File: src/rtl/mec_pkg.sv
// shared types, widths and constants for the mandelbrot escape count core
`timescale 1ns / 1ps

package mec_pkg;

   // field and format widths
   localparam int COORD_BITS = 12;
   localparam int FRAC_BITS  = 28;
   localparam int ITER_BITS  = 24;
   localparam int STEP_BITS  = 31;
   localparam int ORIGIN_BITS = 32;

   // inner fixed-point format: 8 integer bits plus the fraction
   localparam int INNER_W = FRAC_BITS + 8;
   localparam int MAG_W   = INNER_W;
   localparam int LO_W    = (MAG_W + 1) / 2;
   localparam int HI_W    = MAG_W - LO_W;
   localparam int LO_PROD_W = MAG_W + LO_W;
   localparam int HI_PROD_W = MAG_W + HI_W;
   localparam int PROD_W  = 2 * MAG_W;

   // pixel offset product and the working width for saturating sums
   localparam int OFFSET_W = STEP_BITS + COORD_BITS;
   localparam int WIDE_W   = (OFFSET_W + 2 > INNER_W + 2) ? OFFSET_W + 2 : INNER_W + 2;

   // stream widths, rounded up to whole bytes
   localparam int REQ_DATA_W = ((2 * COORD_BITS + 7) / 8) * 8;
   localparam int RSP_DATA_W = ((ITER_BITS + 7) / 8) * 8;

   // configuration port
   localparam int CSR_IDX_W  = 2;
   localparam int CSR_DATA_W = 32;

   typedef enum logic [CSR_IDX_W-1:0] {
      CSR_START_REAL = 2'd0,
      CSR_START_IMAG = 2'd1,
      CSR_PIXEL_STEP = 2'd2,
      CSR_MAX_ITERS  = 2'd3
   } csr_index_type;

   // reset values of the configuration registers
   localparam logic signed [ORIGIN_BITS-1:0] START_REAL_RST = 32'hE000_0000;
   localparam logic signed [ORIGIN_BITS-1:0] START_IMAG_RST = 32'h1000_0000;
   localparam logic [STEP_BITS-1:0]          PIXEL_STEP_RST = 31'd262144;
   localparam logic [ITER_BITS-1:0]          MAX_ITERS_RST  = ITER_BITS'(1000);

   typedef logic signed [INNER_W-1:0] inner_type;
   typedef logic signed [WIDE_W-1:0]  wide_type;
   typedef logic [MAG_W-1:0]          mag_type;
   typedef logic [PROD_W-1:0]         prod_type;

   // escape threshold 4.0 in the inner format
   localparam inner_type INNER_FOUR = INNER_W'(1) << (FRAC_BITS + 2);

   typedef struct packed {
      logic signed [ORIGIN_BITS-1:0] start_real;
      logic signed [ORIGIN_BITS-1:0] start_imag;
      logic [STEP_BITS-1:0]          pixel_step;
      logic [ITER_BITS-1:0]          max_iters;
   } cfg_type;

   typedef enum logic [2:0] {
      ST_IDLE,
      ST_SCALE,
      ST_ORIGIN,
      ST_MUL_LO,
      ST_MUL_HI,
      ST_PROD,
      ST_UPDATE,
      ST_DONE
   } state_type;

   typedef struct packed {
      logic capture;
      logic scale;
      logic origin;
      logic mul_lo;
      logic mul_hi;
      logic prod;
      logic update;
      logic load_result;
   } cmd_type;

   typedef struct packed {
      logic iterate;
   } status_type;

endpackage

File: src/rtl/mec_csr.sv
// configuration registers: start point, pixel step and iteration limit
`timescale 1ns / 1ps

module mec_csr (
   input  logic                              clock,
   input  logic                              reset,
   input  logic                              csr_valid,
   output logic                              csr_ready,
   input  logic [mec_pkg::CSR_IDX_W-1:0]     csr_index,
   input  logic [mec_pkg::CSR_DATA_W-1:0]    csr_wdata,
   output mec_pkg::cfg_type                  cfg
);

   mec_pkg::cfg_type cfg_ff;
   mec_pkg::cfg_type cfg_in;

   // writes are always taken
   assign csr_ready = 1'b1;

   // decode the register index, upper data bits are dropped
   always_comb begin
      cfg_in = cfg_ff;
      if (csr_valid) begin
         unique case (mec_pkg::csr_index_type'(csr_index))
            mec_pkg::CSR_START_REAL: begin
               cfg_in.start_real = csr_wdata[mec_pkg::ORIGIN_BITS-1:0];
            end
            mec_pkg::CSR_START_IMAG: begin
               cfg_in.start_imag = csr_wdata[mec_pkg::ORIGIN_BITS-1:0];
            end
            mec_pkg::CSR_PIXEL_STEP: begin
               cfg_in.pixel_step = csr_wdata[mec_pkg::STEP_BITS-1:0];
            end
            mec_pkg::CSR_MAX_ITERS: begin
               cfg_in.max_iters = csr_wdata[mec_pkg::ITER_BITS-1:0];
            end
            default: begin
               cfg_in = cfg_ff;
            end
         endcase
      end
   end

   always_ff @(posedge clock) begin
      if (reset) begin
         cfg_ff.start_real <= mec_pkg::START_REAL_RST;
         cfg_ff.start_imag <= mec_pkg::START_IMAG_RST;
         cfg_ff.pixel_step <= mec_pkg::PIXEL_STEP_RST;
         cfg_ff.max_iters  <= mec_pkg::MAX_ITERS_RST;
      end else begin
         cfg_ff <= cfg_in;
      end
   end

   assign cfg = cfg_ff;

endmodule

File: config.mk
export PLATFORM = sky130hd
export DESIGN_NAME = mec_csr
export DESIGN_NICKNAME = d
export VERILOG_FILES = /design/src/rtl/mec_pkg.sv /design/src/rtl/mec_csr.sv
export SDC_FILE = /design/constraint.sdc
export NUM_CORES = 1
export LEC_CHECK = 0
export ABC_AREA = 1
export CORE_UTILIZATION = 30
export DETAILED_ROUTE_END_ITERATION = 16
export DONT_BUFFER_PORTS = 1
export SYNTH_ARGS = -nofsm -noshare
export SYNTH_HDL_FRONTEND = slang
export SYNTH_SLANG_ARGS = --single-unit
File: constraint.sdc
create_clock -name clock -period 1.1 [get_ports clock]
set_input_delay 0.22 -clock clock [delete_from_list [all_inputs] [get_ports clock]]
set_output_delay 0.22 -clock clock [all_outputs]
set_load 0.1 [all_outputs]
==> metrics.txt <==
result of the run finished, violations left; failing checks hold timing, setup timing; Routed wire per std cell 14.4 µm; routed vias/inst 4.31; Syn Nets 784; total grt overflow 0; antenna violations before repair 0; fraction of final layout cells sized beyond drive strength 1 0.332; number of top-level design ports 157; instance count along the most critical hold path 2; detailed-routing iteration count for the pre-antenna-repair pass 4; buffers plus inverters on the worst setup path 1; buffer cell driving the clock tree root clkbuf_16; width of the die 130 µm; number of port buffers 0; max reg flops 119; Peak VDD IR 965 µV; max-capacitance violation count 0; cells taking the most area after synthesis dfxtp_1, nand2_1, nor2_1; count of flip-flops with a built-in enable after synthesis 0; shortest clock period the worst path allows after layout 1170 ps; Max Fclk 854 MHz; DR vias 4894; P&R area growth vs syn 80.2%; HPWL after detailed placement 9.48 mm; nature of the critical path startpoint flop; number of violations reported at the end of detailed-routing iteration 0 240; Worst Setup End Kind primary output; number of hold violations in the final report 6; routing usage on met2 0.289; mapped cell area 4910 µm²; setup repair after global routing missed its margin true; Final Skew 0 ps; total global-route track usage 0.181; stages on the worst setup path 1; antenna-violating nets left 0; delay of the slowest cell on the worst path 360 ps; fraction of post-synthesis cell area in the top cell type by area 0.485; ordered cell list for the critical path buf_12; pin count of the biggest net entering global routing 68; cell types with the highest counts after synthesis nand2_1, nor2_1, dfxtp_1; met3 Resource Use GR 0.0689; Leakage Power 4.33 nW; GR peak layer met2; setup-violating endpoint count in the final report 119; vias in the first global route 4400; most repeated cell in the gate-level netlist after synthesis nand2_1; Die Ht 130 µm; Seq/Total Area, Yosys 0.485; library cell with the largest summed area after synthesis dfxtp_1; WP data arrival 950 ps; CTS max path bufs 2; number of warnings reported in the yosys synthesis log 0; Clk pin slew, worst setup/hold paths 50 ps; Worst Hold Class input port to flop; Worst Hold Slack -13.1 ps; number of placed cells counting well taps 1046; slowest CP cell dfxtp_2; number of cell rows 46; worst setup path class flop to primary output; Final Max Slew Viols 0; Cell Count, Final, Fillers Out 1135; first-pass GRT wire length 23.0 mm; Post-CTS Hold Fix Bufs 34; Syn Area/Cell 6.58 µm²; portion of the clock cycle consumed by the worst path in the final layout 1.06; Final Worst Setup Slack -70.8 ps; final weighted congestion in routability-driven placement 0.732; Worst Reg2Reg Path Length in Cells 6; core area 15900 µm²; Initial Util 0.308; total of flip-flops plus latches after synthesis 119; number of clock sinks 119; TritonCTS clock tree done; global routing usage on met1 0.213; async set or reset register ratio after synthesis 0; gate family responsible for the most delay along the worst path flip-flops; number of buffers inserted during clock tree synthesis 17; Total Die Area 16900 µm²; Total Wirelength 16.3 mm; power density of the placed cells 1560 nW/µm²; DRC 0; highest fanout seen on the critical path 2; number of standard cells after synthesis 747; number of distinct standard cells referenced by the synthesized netlist 15; Top FF cell, synth dfxtp_1; data required time at the worst endpoint 880 ps; nets@finish 943; count of inserted antenna diode cells 0; CTS HTree Levels 4; clock insertion delay at the later pin of the skew report 410 ps
==> routing by layer <==
metal  vias to the layer above  wire, µm
li1                       2514         -
met1                      2206      7070
met2                       144      7650
met3                        30      1140
met4                         0       448
met5                         -         0
==> per-stage QoR <==
step | instance area, µm² | power [mW] | setup slack, ps | utilization | setup TNS [ps]
after global routing | 8860 | 14.3 | -109 | 0.556 | -10510
after global placement | 7670 | 8.21 | 167 | 0.481 | 0
after floorplan | 5060 | 7.06 | 98.6 | - | 0
after detailed placement | 7670 | 8.25 | 148 | 0.481 | 0
final | 8860 | 13.8 | -70.8 | 0.556 | -6680
after CTS | 8620 | 13.8 | -93.9 | 0.541 | -12390
==> area by class of cell <==
| type | count | area (µm²) |
|---|---|---|
| Clock buffer | 23 | 468 |
| Clock inverter | 9 | 100 |
| Fill cell | 1333 | 7090 |
| Inverter | 112 | 422 |
| Multi-Input combinational cell | 471 | 1900 |
| Sequential cell | 119 | 2530 |
| Tap cell | 216 | 270 |
| Timing Repair Buffer | 185 | 3170 |
==> worst paths after layout <==
| check | from | endpoint | slack (ps) |
|---|---|---|---|
| setup reg to reg | cfg[70] | cfg[70] | 210 |
| hold reg to reg | cfg[116] | cfg[116] | 490 |
| hold / removal | csr_valid | cfg[117] | -10 |
| setup / recovery | cfg[91] | cfg[91] | -70 |
==> cell families (layout without fill, tap and decap cells) <==
kind of cell / count (synthesis) / in the layout / synth area share
compound gates: 29 / 29 / 0.0295
other cells: 1 / 1 / 0.000763
flops: 119 / 119 / 0.485
buf+inv: 157 / 329 / 0.131
simple gates: 441 / 441 / 0.354
==> where the power goes <==
| group | internal, mW | switching [mW] |
|---|---|---|
| registers | 4.59 | 0.229 |
| clock network | 3.43 | 1.95 |
| logic | 1.27 | 2.33 |
| total | 9.29 | 4.50 |
==> what timing repair did <==
item	in CTS	in global routing
pin swaps	0	1
gates resized for setup	0	4
setup endpoints to repair	119	213
setup buffers	5	13
endpoints found under the hold margin	119	18
gates cloned	0	5
==> placed cells by master (no fill, tap or decap), types with 4 or more instances in the layout <==
master	instances
inv_1	109
buf_4	17
dlygate4sd3_1	32
nor2_1	187
nand3_1	43
clkinv_2	6
buf_12	129
clkbuf_16	21
nand2_1	205
dfxtp_2	118
clkbuf_1	4
a21oi_1	29
(Power assumes the default switching activity.)
