**src/rtl/mec_pkg.sv**
```systemverilog
// shared types, widths and constants for the mandelbrot escape count core
`timescale 1ns / 1ps

package mec_pkg;

   // field and format widths
   localparam int COORD_BITS = 12;
   localparam int FRAC_BITS  = 28;
   localparam int ITER_BITS  = 24;
   localparam int STEP_BITS  = 31;
   localparam int ORIGIN_BITS = 32;

   // inner fixed-point format: 8 integer bits plus the fraction
   localparam int INNER_W = FRAC_BITS + 8;
   localparam int MAG_W   = INNER_W;
   localparam int LO_W    = (MAG_W + 1) / 2;
   localparam int HI_W    = MAG_W - LO_W;
   localparam int LO_PROD_W = MAG_W + LO_W;
   localparam int HI_PROD_W = MAG_W + HI_W;
   localparam int PROD_W  = 2 * MAG_W;

   // pixel offset product and the working width for saturating sums
   localparam int OFFSET_W = STEP_BITS + COORD_BITS;
   localparam int WIDE_W   = (OFFSET_W + 2 > INNER_W + 2) ? OFFSET_W + 2 : INNER_W + 2;

   // stream widths, rounded up to whole bytes
   localparam int REQ_DATA_W = ((2 * COORD_BITS + 7) / 8) * 8;
   localparam int RSP_DATA_W = ((ITER_BITS + 7) / 8) * 8;

   // configuration port
   localparam int CSR_IDX_W  = 2;
   localparam int CSR_DATA_W = 32;

   typedef enum logic [CSR_IDX_W-1:0] {
      CSR_START_REAL = 2'd0,
      CSR_START_IMAG = 2'd1,
      CSR_PIXEL_STEP = 2'd2,
      CSR_MAX_ITERS  = 2'd3
   } csr_index_type;

   // reset values of the configuration registers
   localparam logic signed [ORIGIN_BITS-1:0] START_REAL_RST = 32'hE000_0000;
   localparam logic signed [ORIGIN_BITS-1:0] START_IMAG_RST = 32'h1000_0000;
   localparam logic [STEP_BITS-1:0]          PIXEL_STEP_RST = 31'd262144;
   localparam logic [ITER_BITS-1:0]          MAX_ITERS_RST  = ITER_BITS'(1000);

   typedef logic signed [INNER_W-1:0] inner_type;
   typedef logic signed [WIDE_W-1:0]  wide_type;
   typedef logic [MAG_W-1:0]          mag_type;
   typedef logic [PROD_W-1:0]         prod_type;

   // escape threshold 4.0 in the inner format
   localparam inner_type INNER_FOUR = INNER_W'(1) << (FRAC_BITS + 2);

   typedef struct packed {
      logic signed [ORIGIN_BITS-1:0] start_real;
      logic signed [ORIGIN_BITS-1:0] start_imag;
      logic [STEP_BITS-1:0]          pixel_step;
      logic [ITER_BITS-1:0]          max_iters;
   } cfg_type;

   typedef enum logic [2:0] {
      ST_IDLE,
      ST_SCALE,
      ST_ORIGIN,
      ST_MUL_LO,
      ST_MUL_HI,
      ST_PROD,
      ST_UPDATE,
      ST_DONE
   } state_type;

   typedef struct packed {
      logic capture;
      logic scale;
      logic origin;
      logic mul_lo;
      logic mul_hi;
      logic prod;
      logic update;
      logic load_result;
   } cmd_type;

   typedef struct packed {
      logic iterate;
   } status_type;

endpackage

```
**src/rtl/mec_ctrl.sv**
```systemverilog
// sequencer for one pixel: setup, four-step iteration loop, result handoff
`timescale 1ns / 1ps

module mec_ctrl (
   input  logic                 clock,
   input  logic                 reset,
   input  logic                 req_tvalid,
   output logic                 req_tready,
   output logic                 rsp_tvalid,
   input  logic                 rsp_tready,
   input  mec_pkg::status_type  status,
   output mec_pkg::cmd_type     cmd
);

   mec_pkg::state_type state_ff;
   mec_pkg::state_type state_in;
   logic               rsp_valid_ff;
   logic               rsp_valid_in;

   // next state and datapath commands
   always_comb begin
      state_in   = state_ff;
      cmd        = '0;
      req_tready = 1'b0;
      unique case (state_ff)
         mec_pkg::ST_IDLE: begin
            req_tready = 1'b1;
            if (req_tvalid) begin
               cmd.capture = 1'b1;
               state_in    = mec_pkg::ST_SCALE;
            end
         end
         mec_pkg::ST_SCALE: begin
            cmd.scale = 1'b1;
            state_in  = mec_pkg::ST_ORIGIN;
         end
         mec_pkg::ST_ORIGIN: begin
            cmd.origin = 1'b1;
            state_in   = mec_pkg::ST_MUL_LO;
         end
         mec_pkg::ST_MUL_LO: begin
            // loop test sits on the first multiply step
            if (status.iterate) begin
               cmd.mul_lo = 1'b1;
               state_in   = mec_pkg::ST_MUL_HI;
            end else begin
               state_in   = mec_pkg::ST_DONE;
            end
         end
         mec_pkg::ST_MUL_HI: begin
            cmd.mul_hi = 1'b1;
            state_in   = mec_pkg::ST_PROD;
         end
         mec_pkg::ST_PROD: begin
            cmd.prod = 1'b1;
            state_in = mec_pkg::ST_UPDATE;
         end
         mec_pkg::ST_UPDATE: begin
            cmd.update = 1'b1;
            state_in   = mec_pkg::ST_MUL_LO;
         end
         mec_pkg::ST_DONE: begin
            // hand the count to the output register once it is free
            if (!rsp_valid_ff || rsp_tready) begin
               cmd.load_result = 1'b1;
               state_in        = mec_pkg::ST_IDLE;
            end
         end
         default: begin
            state_in = mec_pkg::ST_IDLE;
         end
      endcase
   end

   // output register valid flag
   always_comb begin
      rsp_valid_in = rsp_valid_ff;
      priority if (cmd.load_result) begin
         rsp_valid_in = 1'b1;
      end else if (rsp_tready) begin
         rsp_valid_in = 1'b0;
      end
   end

   always_ff @(posedge clock) begin
      if (reset) begin
         state_ff     <= mec_pkg::ST_IDLE;
         rsp_valid_ff <= 1'b0;
      end else begin
         state_ff     <= state_in;
         rsp_valid_ff <= rsp_valid_in;
      end
   end

   assign rsp_tvalid = rsp_valid_ff;

endmodule

```
**config.mk**
```make
export PLATFORM = sky130hd
export DESIGN_NAME = mec_ctrl
export DESIGN_NICKNAME = d
export VERILOG_FILES = /design/src/rtl/mec_pkg.sv /design/src/rtl/mec_ctrl.sv
export SDC_FILE = /design/constraint.sdc
export NUM_CORES = 1
export LEC_CHECK = 0
export BUFFER_PORTS_ARGS = -buffer_cell sky130_fd_sc_hd__buf_4
export CORE_AREA = 2 2 39 41
export DETAILED_ROUTE_END_ITERATION = 12
export DIE_AREA = 0 0 41 43
export PLACE_DENSITY_LB_ADDON = 0.15
export SLEW_MARGIN = 20
export SYNTH_ARGS = -nofsm -noshare
export SYNTH_HDL_FRONTEND = slang
export SYNTH_SLANG_ARGS = --single-unit
```
**constraint.sdc**
```tcl
create_clock -name clock -period 2.7 [get_ports clock]
set_input_delay 0.135 -clock clock [delete_from_list [all_inputs] [get_ports clock]]
set_output_delay 0.135 -clock clock [all_outputs]
set_load 0.005 [all_outputs]
```
==> impl_metrics.csv <==
group,metric,value,unit
global_routing,antenna_found_initial,0,
critical_path,reg2reg_depth,3,
critical_path,cpPeakStageDelay,0.50,ns
placement,io_buffers,14,
clock_tree,post_cts_buffers,0,
sta,tightest_slew,0.340,ns
floorplan,die_w,41,um
synth,synth_top_area_frac,0.312,
floorplan,io_pins,15,
floorplan,die_h,43,um
drt,antenna_left,0,
sta,finalSetupTns,0,ns
layout,fin_area,382,um^2
clock_tree,clk_pin_slew_worst_paths,0.04,ns
power,power_leakage,0.175,nW
clock_tree,cts_tree,"built",
sta,setup_viol,0,
drt,drc,0,
sta,post-route-period-util,0.505,
clock_tree,clockRootBuffer,"clkbuf_4",
layout,final_common_cell,"buf_4",
global_routing,overflow,0,
run,maxCapViolations,0,
min_path,hold_end,"state_ff[0]$_SDFFE_PP0P_",
sta,skew,0.00149,ns
drt,wl_per_cell,9.41,um
placement,place_area,359,um^2
critical_path,critPathKind,"register to primary output",
clock_tree,ctsResizeCount,0,
layout,n_antenna_cell,0,
drt,vias,261,
floorplan,core_area,1380,um^2
synth,synthTopCellsByArea,"dfxtp_1 31%, nor3_1 9.8%, buf_4 8.8%",
layout,layout_common_cells,"14 x buf_4, 6 x nor2_1, 5 x nor3_1",
floorplan,start_util,0.185,
synth,synthCells,33,
synth,yosysSeqAreaShare,0.312,
synth,yosysUniqueCellTypes,17,
sta,fmax,733,MHz
layout,layoutNonFillerInstCount,63,
synth,synth_area_per_cell,7.77,um^2
drt,drt_pass1_iterations,3,
outcome,status,"complete, no violations",
min_path,hp-start,"reset",
sta,hold_violations,0,
drt,vias_per_cell,4.14,
power,powerDensity,476,nW/um^2
clock_tree,clkLatencyLatePin,0.23,ns
synth,yosys_warnings,0,
critical_path,cp_cell_sequence,"inv_1 -> nor3_1 -> buf_4",
min_path,whs_path_depth,2,
sta,rsz0062_at_grt,"false",
critical_path,crit_required,2.57,ns
critical_path,crit_path_max_fanout,10,
synth,syn_area,256,um^2
placement,hpwl,457,um
critical_path,end_kind,"primary output",
floorplan,rows,14,
drt,drt_iter0_markers,5,
synth,ys_ff_latch,4,
critical_path,rr_startpoint,"state_ff[2]$_SDFFE_PP0P_",
synth,syn-num-nets,38,
synth,yosysTopAreaCell,"dfxtp_1",
sta,fin_ws,1.34,ns
global_routing,grt_max_degree,11,
layout,fin_util,0.276,
critical_path,critical_path.startpoint_type,"register",
global_routing,grt_usage,0.0794,
min_path,hp-class,"input port to register",
sta,max_slew_margin,0.773,
sta,drv_slew,0,
critical_path,r2r_setup_slack,1.61,ns
critical_path,arrival,1.23,ns
critical_path,worst_path_max_delay_cell,"dfxtp_1",
clock_tree,numCtsBuffers,3,
layout,final_nets,54,
global_routing,grt_pass1_wl,917,um
sta,fin_crit,1.36,ns
placement,dp_slack,1.59,ns
floorplan,die_area,1760,um^2
placement,placed_cells,60,
clock_tree,cts-htree-levels,1,
global_routing,grt_pass1_vias,231,
clock_tree,ctsHoldBuffers,0,
layout,drive_gt1_frac,0.447,
clock_tree,cts_buffer_depth,2,
placement,gp_congestion,0.732,
layout,area_growth,48.8,%
drt,finalWirelength,593,um
critical_path,worstReg2RegEnd,"state_ff[0]$_SDFFE_PP0P_",
clock_tree,clock-sinks,4,
power,peakVddDrop,0.000213,V
==> through the flow <==
step,total power (W),hold slack [ns]
6_report,0.000182,0.0939
5_1_grt,0.000195,0.0863
4_1_cts,0.000185,0.0863
3_5_place_dp,0.000110,0.331
3_3_place_gp,0.000112,0.331
2_1_floorplan,0.0000917,0.200
==> cells in the mapped netlist, drive strengths merged <==
| library cell | count |
|---|---|
| and2 | 1 |
| nor2 | 6 |
| a31oi | 1 |
| a211oi | 2 |
| buf | 3 |
| nor3 | 5 |
| nand2b | 2 |
| nand2 | 1 |
| and3 | 2 |
| o21bai | 1 |
| inv | 2 |
| o211ai | 1 |
| and2b | 1 |
| a21oi | 1 |
| dfxtp | 4 |
==> critical path, delay by kind of cell (launching register included) <==
family,cells,cell delay [ns]
buf+inv,2,0.28
flops,1,0.50
simple gates,1,0.22
==> cell type report <==
class,instances,area [um^2]
inverters,2,7.51
clock buffers,3,22.5
multi-input cells,24,146
repair buffers,14,105
flip-flops and latches,4,80.1
fillers,164,1000
well taps,16,20.0
==> cells by family after synthesis <==
| family | count (synthesis) | synth area share |
|---|---|---|
| buffers and inverters | 5 | 0.117 |
| and+or+nand+nor | 18 | 0.371 |
| DFF | 4 | 0.312 |
| AOI/OAI and AO/OA | 6 | 0.200 |
==> where the power goes <==
group | total [W] | internal, W | switching [W] | leakage (nW)
sequential | 0.0000720 | 0.0000632 | 0.00000878 | 0.0328
clock | 0.0000725 | 0.0000496 | 0.0000228 | 0.0138
combinational | 0.0000371 | 0.0000226 | 0.0000145 | 0.129
==> flip-flops by register name (all words and copies together) (netlist names) <==
| signal | flops |
|---|---|
| state_ff | 3 |
| rsp_tvalid | 1 |
==> how the worst max path moves through the flow <==
| stage | depth (start not counted) | from | end |
|---|---|---|---|
| 2_1_floorplan | 3 | state_ff[2]$_SDFFE_PP0P_ | cmd[7] |
| 3_3_place_gp | 3 | state_ff[2]$_SDFFE_PP0P_ | cmd[0] |
| 3_5_place_dp | 3 | state_ff[2]$_SDFFE_PP0P_ | cmd[0] |
| 4_1_cts | 3 | state_ff[2]$_SDFFE_PP0P_ | cmd[0] |
| 5_1_grt | 3 | state_ff[2]$_SDFFE_PP0P_ | cmd[0] |
| 6_report | 3 | state_ff[2]$_SDFFE_PP0P_ | cmd[0] |
==> layer usage <==
| layer | vias to the layer above | part of all wire | track usage |
|---|---|---|---|
| li1 | 140 | - | - |
| met1 | 110 | 0.49 | 0.110 |
| met2 | 11 | 0.40 | 0.0906 |
| met3 | 0 | 0.11 | 0.0524 |
| met4 | 0 | 0 | 0.0400 |
| met5 | - | 0 | 0 |
Note: power is estimated with default switching activity, not from simulation.
